==> src/hw/rtl/srrr_pkg.sv <==
package srrr_pkg;

	localparam int DEF_WINDOW_DEPTH = 16;
	localparam int DEF_HANDLE_BITS  = 16;

	localparam int SEQ_W    = 32;
	localparam int HDL_W    = 16;
	localparam int FILE_W   = 16;
	localparam int WSIZE_W  = 5;

	localparam logic [WSIZE_W-1:0] WSIZE_RESET = 5'd16;

	localparam logic [1:0] FUNC_SYN  = 2'd0;
	localparam logic [1:0] FUNC_FIN  = 2'd1;
	localparam logic [1:0] FUNC_DATA = 2'd2;

	localparam logic KIND_ACK  = 1'b0;
	localparam logic KIND_DATA = 1'b1;

	typedef struct packed {
		logic [1:0]       func;
		logic [SEQ_W-1:0] seq_num;
		logic             crc_ok;
		logic [HDL_W-1:0] packet_handle;
	} pkt_beat_t;

	typedef struct packed {
		logic              kind;
		logic [SEQ_W-1:0]  ack_seq;
		logic [HDL_W-1:0]  delivered_handle;
		logic [FILE_W-1:0] file_index;
		logic              last;
	} res_beat_t;

endpackage

==> src/hw/rtl/selective_repeat_receive_reorder_top.sv <==
// selective-repeat receiver: window bookkeeping and in-order delivery
// pkt channel (pkt_valid / pkt_stall / pkt): one packet descriptor per beat
//   (SYN, FIN or DATA with sequence number, crc flag and payload handle)
// res channel (res_valid / res_stall / res): acknowledgements and in-order
//   deliveries; the last beat caused by a packet has last set
// cfg_wen / cfg_wdata write the window size; write it only while idle
// one packet is worked on at a time; pkt_stall is high while it is in flight
// a packet passes S_DECIDE, then S_COUNT for an in-order DATA packet, then
//   S_ACK, where its first result is loaded into the output register
// an in-order DATA packet also walks the slot valid bits, one slot a cycle,
//   to find the run length r, then for each delivered slot reads the handle
//   memory in S_DREAD and loads the handle into the output in S_DEMIT
// handles live in a circular buffer memory; the window slides by moving the
//   head pointer, valid bits sit in flops
// reset clears the window, valid bits and file counter at once; there is no
//   clearing pass and the block takes a packet in the first cycle after reset
// when res_stall is high the pending result holds in the output register and
//   the sequencer waits; the next packet may be taken while the final result
//   of the previous one still waits
module selective_repeat_receive_reorder_top #(
	parameter int WINDOW_DEPTH = srrr_pkg::DEF_WINDOW_DEPTH,
	parameter int HANDLE_BITS  = srrr_pkg::DEF_HANDLE_BITS
) (
	input  logic                              clk,
	input  logic                              arst_n,
	input  logic                              pkt_valid,
	output logic                              pkt_stall,
	input  srrr_pkg::pkt_beat_t               pkt,
	output logic                              res_valid,
	input  logic                              res_stall,
	output srrr_pkg::res_beat_t               res,
	input  logic                              cfg_wen,
	input  logic [srrr_pkg::WSIZE_W-1:0]      cfg_wdata
);

	localparam int IDX_W = (WINDOW_DEPTH > 1) ? $clog2(WINDOW_DEPTH) : 1;
	localparam int CNT_W = $clog2(WINDOW_DEPTH + 1);
	localparam int SEQ_W = srrr_pkg::SEQ_W;

	typedef enum logic [2:0] {
		S_IDLE,
		S_DECIDE,
		S_COUNT,
		S_ACK,
		S_DREAD,
		S_DEMIT
	} state_t;

	state_t                       state_q;
	srrr_pkg::pkt_beat_t          item_s1;
	logic [srrr_pkg::WSIZE_W-1:0] ws_q;
	logic [SEQ_W-1:0]             base_q;
	logic [IDX_W-1:0]             head_q;
	logic [WINDOW_DEPTH-1:0]      valid_q;
	logic [srrr_pkg::FILE_W-1:0]  fcnt_q;
	logic                         await_q;
	logic [SEQ_W-1:0]             open_q;
	logic [CNT_W-1:0]             run_q;
	logic [CNT_W-1:0]             idx_q;
	logic                         deliver_q;
	logic [SEQ_W-1:0]             ack_q;
	logic                         res_valid_q;
	srrr_pkg::res_beat_t          res_q;

	logic [HANDLE_BITS-1:0]       mem [WINDOW_DEPTH];
	logic [HANDLE_BITS-1:0]       rdata_s1;
	logic                         mem_we;
	logic [IDX_W-1:0]             mem_waddr;
	logic                         mem_re;
	logic [IDX_W-1:0]             mem_raddr;

	logic [CNT_W-1:0]             w_eff;
	logic [SEQ_W:0]               win_end;
	logic                         in_win;
	logic                         below;
	logic                         at_base;
	logic [CNT_W-1:0]             off;
	logic                         out_free;
	logic                         res_load;
	logic                         data_ok;
	logic [IDX_W-1:0]             run_idx;
	logic [IDX_W-1:0]             cur_idx;
	logic                         last_dlv;

	function automatic logic [IDX_W-1:0] wrap(input logic [IDX_W-1:0] h,
			input logic [CNT_W-1:0] x);
		logic [CNT_W:0] s;
		s = (CNT_W+1)'(h) + (CNT_W+1)'(x);
		if (s >= (CNT_W+1)'(WINDOW_DEPTH)) begin
			s = s - (CNT_W+1)'(WINDOW_DEPTH);
		end
		return IDX_W'(s);
	endfunction

	always_comb begin
		if (ws_q == '0) begin
			w_eff = CNT_W'(1);
		end else if (int'(ws_q) > WINDOW_DEPTH) begin
			w_eff = CNT_W'(WINDOW_DEPTH);
		end else begin
			w_eff = CNT_W'(ws_q);
		end
	end

	assign win_end  = {1'b0, base_q} + (SEQ_W+1)'(w_eff);
	assign in_win   = {1'b0, item_s1.seq_num} < win_end;
	assign below    = item_s1.seq_num < base_q;
	assign at_base  = item_s1.seq_num == base_q;
	assign off      = CNT_W'(item_s1.seq_num - base_q);
	assign data_ok  = item_s1.crc_ok && in_win && !below;
	assign out_free = !res_valid_q || !res_stall;
	assign res_load = out_free && ((state_q == S_ACK) || (state_q == S_DEMIT));
	assign run_idx  = wrap(head_q, run_q);
	assign cur_idx  = wrap(head_q, idx_q);
	assign last_dlv = (idx_q + CNT_W'(1)) == run_q;

	assign mem_we    = (state_q == S_DECIDE) && (item_s1.func == srrr_pkg::FUNC_DATA)
		&& data_ok;
	assign mem_waddr = at_base ? head_q : wrap(head_q, off);
	assign mem_re    = (state_q == S_DREAD);
	assign mem_raddr = cur_idx;

	always_ff @(posedge clk) begin
		if (mem_we) begin
			mem[mem_waddr] <= HANDLE_BITS'(item_s1.packet_handle);
		end
		if (mem_re) begin
			rdata_s1 <= mem[mem_raddr];
		end
	end

	always_ff @(posedge clk or negedge arst_n) begin
		if (!arst_n) begin
			state_q     <= S_IDLE;
			item_s1     <= '0;
			ws_q        <= srrr_pkg::WSIZE_RESET;
			base_q      <= '0;
			head_q      <= '0;
			valid_q     <= '0;
			fcnt_q      <= '0;
			await_q     <= 1'b1;
			open_q      <= '0;
			run_q       <= '0;
			idx_q       <= '0;
			deliver_q   <= 1'b0;
			ack_q       <= '0;
			res_valid_q <= 1'b0;
			res_q       <= '0;
		end else begin
			if (cfg_wen) begin
				ws_q <= cfg_wdata;
			end
			if (res_load) begin
				res_valid_q <= 1'b1;
			end else if (!res_stall) begin
				res_valid_q <= 1'b0;
			end
			case (state_q)
				S_IDLE: begin
					if (pkt_valid) begin
						item_s1 <= pkt;
						state_q <= S_DECIDE;
					end
				end
				S_DECIDE: begin
					case (item_s1.func)
						srrr_pkg::FUNC_SYN: begin
							open_q    <= item_s1.seq_num;
							base_q    <= '0;
							valid_q   <= '0;
							await_q   <= 1'b1;
							ack_q     <= item_s1.seq_num;
							deliver_q <= 1'b0;
							state_q   <= S_ACK;
						end
						srrr_pkg::FUNC_FIN: begin
							if (await_q && (open_q == item_s1.seq_num) && (fcnt_q != '1)) begin
								fcnt_q <= fcnt_q + 1'b1;
							end
							await_q   <= 1'b0;
							ack_q     <= item_s1.seq_num;
							deliver_q <= 1'b0;
							state_q   <= S_ACK;
						end
						srrr_pkg::FUNC_DATA: begin
							ack_q <= base_q;
							if (!item_s1.crc_ok || !in_win) begin
								deliver_q <= 1'b0;
								state_q   <= S_IDLE;
							end else if (at_base) begin
								valid_q[head_q] <= 1'b1;
								run_q           <= CNT_W'(1);
								deliver_q       <= 1'b1;
								state_q         <= S_COUNT;
							end else begin
								if (!below) begin
									valid_q[mem_waddr] <= 1'b1;
								end
								deliver_q <= 1'b0;
								state_q   <= S_ACK;
							end
						end
						default: begin
							deliver_q <= 1'b0;
							state_q   <= S_IDLE;
						end
					endcase
				end
				S_COUNT: begin
					if ((run_q < w_eff) && valid_q[run_idx]) begin
						run_q <= run_q + CNT_W'(1);
					end else begin
						ack_q   <= base_q + SEQ_W'(run_q);
						state_q <= S_ACK;
					end
				end
				S_ACK: begin
					if (out_free) begin
						res_q.kind             <= srrr_pkg::KIND_ACK;
						res_q.ack_seq          <= ack_q;
						res_q.delivered_handle <= '0;
						res_q.file_index       <= '0;
						res_q.last             <= !deliver_q;
						if (deliver_q) begin
							base_q  <= ack_q;
							idx_q   <= '0;
							state_q <= S_DREAD;
						end else begin
							state_q <= S_IDLE;
						end
					end
				end
				S_DREAD: begin
					state_q <= S_DEMIT;
				end
				S_DEMIT: begin
					if (out_free) begin
						res_q.kind             <= srrr_pkg::KIND_DATA;
						res_q.ack_seq          <= '0;
						res_q.delivered_handle <= srrr_pkg::HDL_W'(rdata_s1);
						res_q.file_index       <= fcnt_q;
						res_q.last             <= last_dlv;
						valid_q[cur_idx]       <= 1'b0;
						if (last_dlv) begin
							head_q  <= run_idx;
							state_q <= S_IDLE;
						end else begin
							idx_q   <= idx_q + CNT_W'(1);
							state_q <= S_DREAD;
						end
					end
				end
				default: begin
					state_q <= S_IDLE;
				end
			endcase
		end
	end

	assign pkt_stall = (state_q != S_IDLE);
	assign res_valid = res_valid_q;
	assign res       = res_q;

endmodule

==> config.mk <==
export PLATFORM = sky130hd
export DESIGN_NAME = selective_repeat_receive_reorder_top
export DESIGN_NICKNAME = d
export VERILOG_FILES = /design/src/hw/rtl/srrr_pkg.sv /design/src/hw/rtl/selective_repeat_receive_reorder_top.sv
export SDC_FILE = /design/constraint.sdc
export NUM_CORES = 1
export LEC_CHECK = 0
export ABC_AREA = 1
export BUFFER_PORTS_ARGS = -buffer_cell sky130_fd_sc_hd__buf_2
export CAP_MARGIN = 25
export CORE_MARGIN = 3
export CORE_UTILIZATION = 50
export DETAILED_ROUTE_END_ITERATION = 7
export GPL_TIMING_DRIVEN = 0
export PLACE_DENSITY = 0.77
export SLEW_MARGIN = 10
export SYNTH_ARGS = -nofsm -noshare
export SYNTH_HDL_FRONTEND = slang
export SYNTH_SLANG_ARGS = --single-unit
==> constraint.sdc <==
create_clock -name clk -period 13.21 [get_ports clk]
set_clock_uncertainty 0.2 [all_clocks]
set_input_delay 1.321 -clock clk [delete_from_list [all_inputs] [get_ports clk]]
set_output_delay 1.321 -clock clk [all_outputs]
set_load 0.03 [all_outputs]
# After elaboration in Yosys (flattened, before gate mapping)
# Memories as Yosys holds them, arrays and structs flattened. A register that Yosys moved wholly into a read port is not among the register bits.
# Index checks and enable logic that the tools add are counted.
# word_totals
ff_bits,270
mem_bits_rw,256
input_bits,61
out_inout_bits,68
n_memories,1
# memory_table
name,words,width,rd,rd_clocked_by_memory_dff,wr,line_no,source
mem,16,16,1,1,1,selective_repeat_receive_reorder_top.sv:65,logic [HANDLE_BITS-1:0] mem [WINDOW_DEPTH];
# classes
addsub,12
order_cmp,14
eq_ne,27
muxes,58
bitwise,4
n_reduce_logical,42
# op_table
operator,count
32-bit one-hot mux with 2 select lines,3
66-bit two-way mux,2
66-bit one-hot mux with 2 select lines,1
32-bit two-way mux,4
32-bit == test,2
16-bit two-way mux,4
16-bit one-hot mux with 2 select lines,2
5-bit two-way mux,10
32-bit by 5-bit adder with 33-bit output,1
32-bit by 33-bit less-than comparator with 1-bit output,1
32-bit by 5-bit adder with 32-bit output,1
32-bit less-than comparator,1
16-bit bitwise OR,2
"4-bit by 5-bit less-than comparator with 1-bit output, second input constant",4
5-bit one-hot mux with 2 select lines,2
4-bit by 5-bit adder with 6-bit output,3
"6-bit by 5-bit greater-or-equal comparator with 1-bit output, second input constant",3
3-bit two-way mux,6
"2-bit inequality test, second input constant",9
3-bit one-hot mux with 6 select lines,1
"16-bit by 1-bit adder with 16-bit output, second input constant",1
16-bit AND,1
4-bit two-way mux,4
"16-bit inequality test, second input constant",1
37 further kinds,88

# Logic depth before layout (Yosys ltp)
# Gate-level depths: netlist (run 1).
# depth
ltp_word,15
ltp_mapped,29

# Least setup slack after synthesis (run 1)
# OpenSTA, ideal clock, no wires.
# synth_timing
path_kind,flip-flop to flip-flop
start,register ws_q[3] (netlist bit)
end,"memory mem[0][0] (netlist bit), enable pin"
setup_time_ns,0.388
t_arrival_ns,4.018
t_required_ns,12.622
setup_slack_ns,8.604
stages_incl_launch_ff,28
path_buffers,0
synth_period_minus_slack_ns,4.606
path_cell_list,dfrtp_1 -> inv_1 -> nand4_1 -> a21oi_1 -> ha_1 -> inv_1 -> fa_1 -> inv_1 -> nand3_1 -> nand2_1 -> a31oi_1 -> inv_1 -> nand2_1 -> nor2_1 -> nand2_1 -> xor2_1 -> ha_1 -> a21oi_1 -> o21ai_0 -> nor2_1 -> nand3_1 -> nand2_1 -> nand2_1 -> nand2_1 -> nand2_1 -> inv_2 -> nand3_4 -> nor2_1
# synth_via
elab_chain_cells,10
word_cells_on_any_way,11
classes_between,1 x add/sub; 2 x order compare; 4 x mux; 4 x reduce/logical
# synth_rtl
item,line_no,source
from (decl),selective_repeat_receive_reorder_top.sv:51,logic [srrr_pkg::WSIZE_W-1:0] ws_q;
from (signal assigned),selective_repeat_receive_reorder_top.sv:136,ws_q <= srrr_pkg::WSIZE_RESET;
from (signal assigned),selective_repeat_receive_reorder_top.sv:151,ws_q <= cfg_wdata;
5-bit greater-than comparator,selective_repeat_receive_reorder_top.sv:98,end else if (int'(ws_q) > WINDOW_DEPTH) begin
5-bit two-way mux,selective_repeat_receive_reorder_top.sv:98,
5-bit two-way mux (*),selective_repeat_receive_reorder_top.sv:96,if (ws_q == '0) begin
32-bit by 5-bit adder with 33-bit output (*),selective_repeat_receive_reorder_top.sv:105,"assign win_end = {1'b0, base_q} + (SEQ_W+1)'(w_eff);"
32-bit by 33-bit less-than comparator with 1-bit output (*),selective_repeat_receive_reorder_top.sv:106,"assign in_win = {1'b0, item_s1.seq_num} < win_end;"
1-bit logical AND (*) (2 in series),selective_repeat_receive_reorder_top.sv:110,assign data_ok = item_s1.crc_ok && in_win && !below;
1-bit logical AND (*),selective_repeat_receive_reorder_top.sv:118,&& data_ok;
1-bit two-way mux (*),selective_repeat_receive_reorder_top.sv:124,if (mem_we) begin
1-bit two-way mux (implied by the code) (*),selective_repeat_receive_reorder_top.sv:125,mem[mem_waddr] <= HANDLE_BITS'(item_s1.packet_handle);
to (decl),selective_repeat_receive_reorder_top.sv:65,
# Mark *: on every way between the ends. The rest lies on a longest branch, timed or not.

# Worst setup path in the final report (run 1)
# layout_timing
start,register ws_q[1] (netlist bit)
end,"memory mem[2][6] (netlist bit), enable pin"
# Same word-level chain as after synthesis.

==> metrics, run 1 <==
status completed; RSZ-0062 raised after global routing false; Yosys top cell area share 0.316; sinks on the clock net 542; Final Hold Violating Endpoints 0; Synth async-reset ratio 0.498; Max Slew Vio Count 0; clk_lat worst skew 660 ps; Crit path largest cell delay 800 ps; Routed Antenna Nets 0; largest net degree at the start of global routing 111; Main synth FF type edfxtp_1; sw frac 0.354; Synth Register Bits 542; EDFF count, synth 272; GRT Total Usage 0.280; synthesized instance count 2638; P&R area growth vs syn 14.8%; top cells by area, synth edfxtp_1, dfrtp_1, nand2_1; Worst Path Arrival 6300 ps; post-cts sizing count 0; syn_area_per_cell 9.79 µm²; DIE AREA 54400 µm²; CP Launch Type flip-flop; Gate power share 0.260; clock power share 0.308; maximum operating frequency 160 MHz; Starting Density 0.511; Worst Max-Slew Pin Slew 1060 ps; Synth area leader edfxtp_1; via count 20900; Int Pwr 3.70 mW; Worst slew margin 0.293; average wire per cell in the routed design 21.6 µm; sw power 2.03 mW; antenna violations before repair 0; fin crit share 0.473; # Post-CTS Setup Buffers 0; syn nets 2794; I/O Buffers 127; sequential share of power 0.431; vias in the first global route 20300; Fill cells 4046; DRC errors left 0; top-count cell post-synth nand2_1; Worst Path Required 13270 ps; yosys warns 0; Finish-stage setup viols 0; Post-Syn Area 25800 µm²; worst path bufs/invs 6; number of buffers created by CTS 55; Netlist cell types 49; final worst path period need 6250 ps; Setup TNS 0 ps; pwr dens 193 nW/µm²; layout cells sized above 1 0.124; number of DRC markers in iteration 0 2485; Max rail drop VDD 0.140 mV; H-Tree Level Count 2; final WL 76.8 mm; CP Capture Type flip-flop; delay-heaviest family, CP simple AND/OR/NAND/NOR gates; peak fanout along the critical path 16; Total Power 5.73 mW; Clk pin slew, worst setup/hold paths 60 ps; post-synthesis sequential area ratio 0.578; Placer Congestion 0.988; DRT Pass-1 Iters 6; first-pass GRT wire length 116 mm; gr ovfl total 0; critical path's most frequent cell nand2_1; Register Area 14900 µm²; n_diodes 0; Vias/cell 5.88; max-cap violations 0; I/O pin total 129; Die H 233 µm; post-DP HPWL 54.6 mm; Post-CTS Hold Buffers 0; Tightest Hold Check Type flip-flop to flip-flop; Multi-input gate area 9710 µm²; CTS tree yes; final-stage net count 2993; FP Rows 82; maximum root-to-sink buffer count 3; Synth top cells by count nand2_1, edfxtp_1, dfrtp_1, inv_1, nor2_1; root buf cell clkbuf_16; critical path class flip-flop to flip-flop; Leakage 12.6 nW; worst-path cell with the longest stage delay nor2_2; Die X 233 µm; Core Area 50600 µm²
-- routing by layer --
layer	vias up	track usage	wire length, µm
li1	9406	-	-
met1	10200	0.375	30600
met2	1098	0.446	35500
met3	204	0.0585	7680
met4	0	0.113	3030
met5	-	0	0
-- cell families (layout without fill, tap and decap cells) --
logic type,count (synthesis),after routing,synth area share
xor+xnor,80,80,0.0271
fa+ha+maj,95,95,0.0478
flops,542,542,0.578
mux,19,19,0.00828
compound gates,485,485,0.111
buf+inv,307,553,0.0468
simple gates,1110,1110,0.181
-- area by class of cell --
| class | instances | share of cell area |
|---|---|---|
| clock buffer | 78 | 0.0540 |
| clock inverter | 26 | 0.0165 |
| buffer | 100 | 0.0146 |
| sequential | 542 | 0.503 |
| inverter | 207 | 0.0262 |
| timing repair buffer | 142 | 0.0294 |
| multi-input combinational | 1789 | 0.328 |
| tap | 672 | 0.0284 |
-- power groups by stage --
stage               sequential, mW  clock, mW  combinational [mW]
detailed placement            2.49          0                1.46
finish                        2.47       1.77                1.49
CTS                           2.46       1.78                1.47
global route                  2.50       1.84                1.65
floorplan                     2.46          0               0.912
global placement              2.46          0                1.40
-- cell usage in the layout (no fill, tap or decap), types with 44 or more instances in the layout --
cell type / Yosys / routed
ha_1: 89 / 89
a22oi_1: 90 / 90
o22ai_1: 44 / 44
nor2_1: 167 / 161
buf_2: 19 / 145
xor2_1: 58 / 58
clkbuf_16: 0 / 55
o21ai_0: 152 / 152
nand3_1: 128 / 128
a21oi_1: 124 / 124
dfrtp_1: 268 / 268
edfxtp_1: 272 / 272
nand2_1: 701 / 701
inv_1: 192 / 192
clkbuf_1: 67 / 76
-- final timing paths --
kind	startpoint	endpoint	slack (ps)	cells past startpoint
hold / removal	rdata_s1[5]	res[22]	260	1
setup / recovery	ws_q[1]	mem[2][6]	6960	28
min in group asynchronous	arst_n	res[48]	510	1
max in group asynchronous	arst_n	res[24]	11270	2
hold reg to reg	rdata_s1[5]	res[22]	260	1
setup reg to reg	ws_q[1]	mem[2][6]	6960	28
-- sequential cells by signal, indices dropped and copies added, names as in the netlist --
signal	flops
ws_q	5
res	66
base_q	32
res_valid	1
rdata_s1	16
await_q	1
fcnt_q	16
open_q	32
valid_q	16
run_q	5
mem	256
head_q	4
deliver_q	1
idx_q	5
state_q	3
item_s1	51
ack_q	32
-- worst register-to-register path: cells and delay by family, from the launching register on --
| family | cells | cell delay [ps] |
|---|---|---|
| buffers and inverters | 6 | 760 |
| adder cells (fa/ha/maj) | 3 | 910 |
| XOR/XNOR | 1 | 230 |
| AO/OA/AOI/OAI | 4 | 640 |
| flip-flops | 1 | 360 |
| AND/OR/NAND/NOR | 14 | 2780 |
-- through the flow --
step           std cells  worst slack [ps]   util  hold slack, ps  instance area (µm²)
2_1_floorplan       2638              8600      -             247                25800
3_3_place_gp        3437              5680  0.540             248                27300
3_5_place_dp        3447              7030  0.544             254                27500
4_1_cts             3551              6960  0.585             265                29600
5_1_grt             3556              6560  0.586             285                29700
6_report            3556              6960  0.586             264                29700
Note: power is estimated with default switching activity, not from simulation.
==> inputs of run 2 (changes only) <==
ABC_AREA = 0   (was 1)
PLACE_DENSITY = 0.8   (was 0.77)
clock period = 5.04 ns   (was 13.21 ns; I/O delays follow)
==> metrics, run 2 <==
Post-Syn Area 25200 µm² (was 25800 µm²); gr ovfl total 0 (unchanged); final-stage net count 2366 (was 2993); Synth top cells by count edfxtp_1, dfrtp_1, nand2_1, a22o_1, mux2_2 (was nand2_1, edfxtp_1, dfrtp_1, inv_1, nor2_1); DRT Pass-1 Iters 5 (was 6); Worst Path Required 5170 ps (was 13270 ps); Vias/cell 6.22 (was 5.88); Crit path largest cell delay 580 ps (was 800 ps); Worst Max-Slew Pin Slew 1050 ps (was 1060 ps); Starting Density 0.510 (was 0.511); final WL 72.7 mm (was 76.8 mm); failing checks negative setup slack; Final Hold Violating Endpoints 0 (unchanged); worst slack, placed -1300 ps (was 7030 ps); Main synth FF type edfxtp_1 (unchanged); WHS Path Cells 2 (was 1); most common cell after layout, fill and taps aside edfxtp_1 (was nand2_1); Clk pin slew, worst setup/hold paths 60 ps (about the same); post-synthesis sequential area ratio 0.593 (was 0.578); Yosys top cell area share 0.324 (was 0.316); most frequent cells in the layout edfxtp_1, dfrtp_1, buf_2, nand2_1, a22o_1 (was nand2_1, edfxtp_1, dfrtp_1, inv_1, nor2_1); critical path cell sequence clkinvlp_4 -> nand2_4 -> inv_1 -> ha_1 -> a21o_1 -> a21oi_2 -> o21bai_1 -> a21oi_2 -> or3_4 -> nor2_2 -> xnor2_1 -> ha_1 -> a21oi_2 -> nand2_1 -> a211oi_4 -> o2111ai_2 -> a311o_2 -> buf_12 -> buf_16 -> buf_12 -> nor4_4 -> buf_6 -> buf_8; Worst slew margin 0.298 (was 0.293); critical path class flip-flop to flip-flop (unchanged); maximum root-to-sink buffer count 3 (unchanged); FP Rows 81 (was 82); Core Area 49400 µm² (was 50600 µm²); RSZ-0062 raised after global routing true (was false); Worst Path Arrival 5550 ps (was 6300 ps); number of DRC markers in iteration 0 2089 (was 2485); Leakage 12.2 nW (was 12.6 nW); final worst path period need 5420 ps (was 6250 ps); Max Slew Vio Count 0 (unchanged); Reg2Reg Depth 23 (was 28); Finish-stage setup viols 278 (was 0); antenna violations before repair 3 (was 0); Register Area 14900 µm² (about the same); Multi-input gate area 10100 µm² (was 9710 µm²); largest net degree at the start of global routing 103 (was 111); Die X 230 µm (was 233 µm); Layout Cells excl Fill 2921 (was 3556); Tightest Hold Check Type primary input to flip-flop (was flip-flop to flip-flop); post-DP HPWL 48.0 mm (was 54.6 mm); Placer Congestion 0.962 (was 0.988); maximum operating frequency 185 MHz (was 160 MHz); Total Power 15.1 mW (was 5.73 mW); Max rail drop VDD 0.377 mV (was 0.140 mV); CP Capture Type flip-flop (unchanged); status complete, but fails checks (was completed); Synth async-reset ratio 0.498 (unchanged); I/O Buffers 128 (was 127); hold_ws 26.3 ps (was 264 ps); yosys warns 0 (unchanged); first-pass GRT wire length 109 mm (was 116 mm); Synth Register Bits 542 (unchanged); GRT Total Usage 0.267 (was 0.280); top cells by area, synth edfxtp_1, dfrtp_1, mux4_2 (was edfxtp_1, dfrtp_1, nand2_1); WP depth 23 (was 28); syn nets 2018 (was 2794); Final WS setup -375 ps (was 6960 ps); worst path bufs/invs 7 (was 6); average wire per cell in the routed design 24.9 µm (was 21.6 µm); layout cells sized above 1 0.261 (was 0.124); fin crit share 1.07 (was 0.473); syn_area_per_cell 13.5 µm² (was 9.79 µm²); P&R area growth vs syn 22.6% (was 14.8%); top-count cell post-synth edfxtp_1 (was nand2_1); delay-heaviest family, CP compound AO/OA/AOI/OAI gates (was simple AND/OR/NAND/NOR gates); CP Launch Type flip-flop (unchanged); max-cap violations 0 (unchanged); Die H 230 µm (was 233 µm); Routed Antenna Nets 0 (unchanged); peak fanout along the critical path 6 (was 16); critical path's most frequent cell a21oi_2 (was nand2_1); clk_lat worst skew 650 ps (was 660 ps); Fill cells 3563 (was 4046); max reg flops 256 (unchanged); H-Tree Level Count 2 (unchanged); Synth area leader edfxtp_1 (unchanged); synthesized instance count 1862 (was 2638); root buf cell clkbuf_16 (unchanged); worst-path cell with the longest stage delay dfstp_2 (was nor2_2); number of buffers created by CTS 54 (was 55); EDFF count, synth 272 (unchanged); Netlist cell types 79 (was 49); vias in the first global route 18000 (was 20300); DRC errors left 0 (unchanged); sinks on the clock net 542 (unchanged); I/O pin total 129 (unchanged); Inst Count DP 2673 (was 3447); DIE AREA 53100 µm² (was 54400 µm²); pwr dens 489 nW/µm² (was 193 nW/µm²); CTS tree yes (unchanged); Reg with most FFs mem (unchanged); via count 18200 (was 20900)
run 2: cell count changes after synthesis, sizes merged, moves of 72 or more:
cell   before  now
nand3     133   32
a22o       16   97
mux2       19   91
o21ai     178   80
nand2     711  137
a22oi      90    1
inv       203   64
nor2      189   64
run 2: logic make-up after synthesis:
group                      share of synthesized area
and+or+nand+nor                               0.0824
adders and majority gates                     0.0490
DFF                                            0.593
buffers and inverters                         0.0258
AOI/OAI and AO/OA                              0.111
muxes                                          0.103
xor gates and xnor gates                      0.0358
run 2: timing repair:
| item | CTS | global route |
|---|---|---|
| gates cloned | 4 | 4 |
| resized for setup | 62 | 38 |
| hold endpoints to repair | 145 | 1 |
| endpoints found under the setup margin | 280 | 280 |
| hold buffers | 56 | 1 |
| buffers inserted | 58 | 15 |
| pin swaps | 23 | 29 |
run 2: path summary, 6_finish.rpt:
kind | from | to | slack [ps]
setup / recovery | ws_q[4] | mem[3][12] | -380
hold / removal | pkt[27] | item_s1[27] | 30
hold reg to reg | rdata_s1[5] | res[22] | 270
max in group asynchronous | arst_n | head_q[1] | 3040
min in group asynchronous | arst_n | base_q[25] | 270
setup reg to reg | ws_q[4] | mem[3][12] | -380
run 2: power by group:
part | total [mW] | leakage, nW | switching (mW) | internal, mW
Clock | 4.13 | 0.887 | 1.77 | 2.36
Sequential | 6.67 | 5.93 | 1.06 | 5.61
Combinational | 4.31 | 5.36 | 2.48 | 1.83
run 2: routing by layer:
metal / vias up / track usage / routed length (µm)
li1: 7814 / - / -
met1: 9044 / 0.378 / 29400
met2: 1069 / 0.413 / 33300
met3: 235 / 0.0484 / 6750
met5: - / 0 / 27
met4: 4 / 0.102 / 3210
run 2: cell type report:
type,count,share of cell area
flip-flops and latches,542,0.484
multi-input cells,1161,0.328
repair buffers,292,0.0800
clock buffers,67,0.0466
well taps,664,0.0269
plain buffers,95,0.0139
clock inverters,35,0.0133
inverters,64,0.00790
diodes,1,0.0000811
run 2: metrics by stage:
stage | cell area (µm²) | TNS (ps) | utilization
after global routing | 30900 | -121190 | 0.626
after CTS | 30400 | -41290 | 0.617
final | 30900 | -70320 | 0.626
after detailed placement | 27300 | -288970 | 0.552
after floorplan | 25500 | 0 | -
after global placement | 27000 | -776210 | 0.546
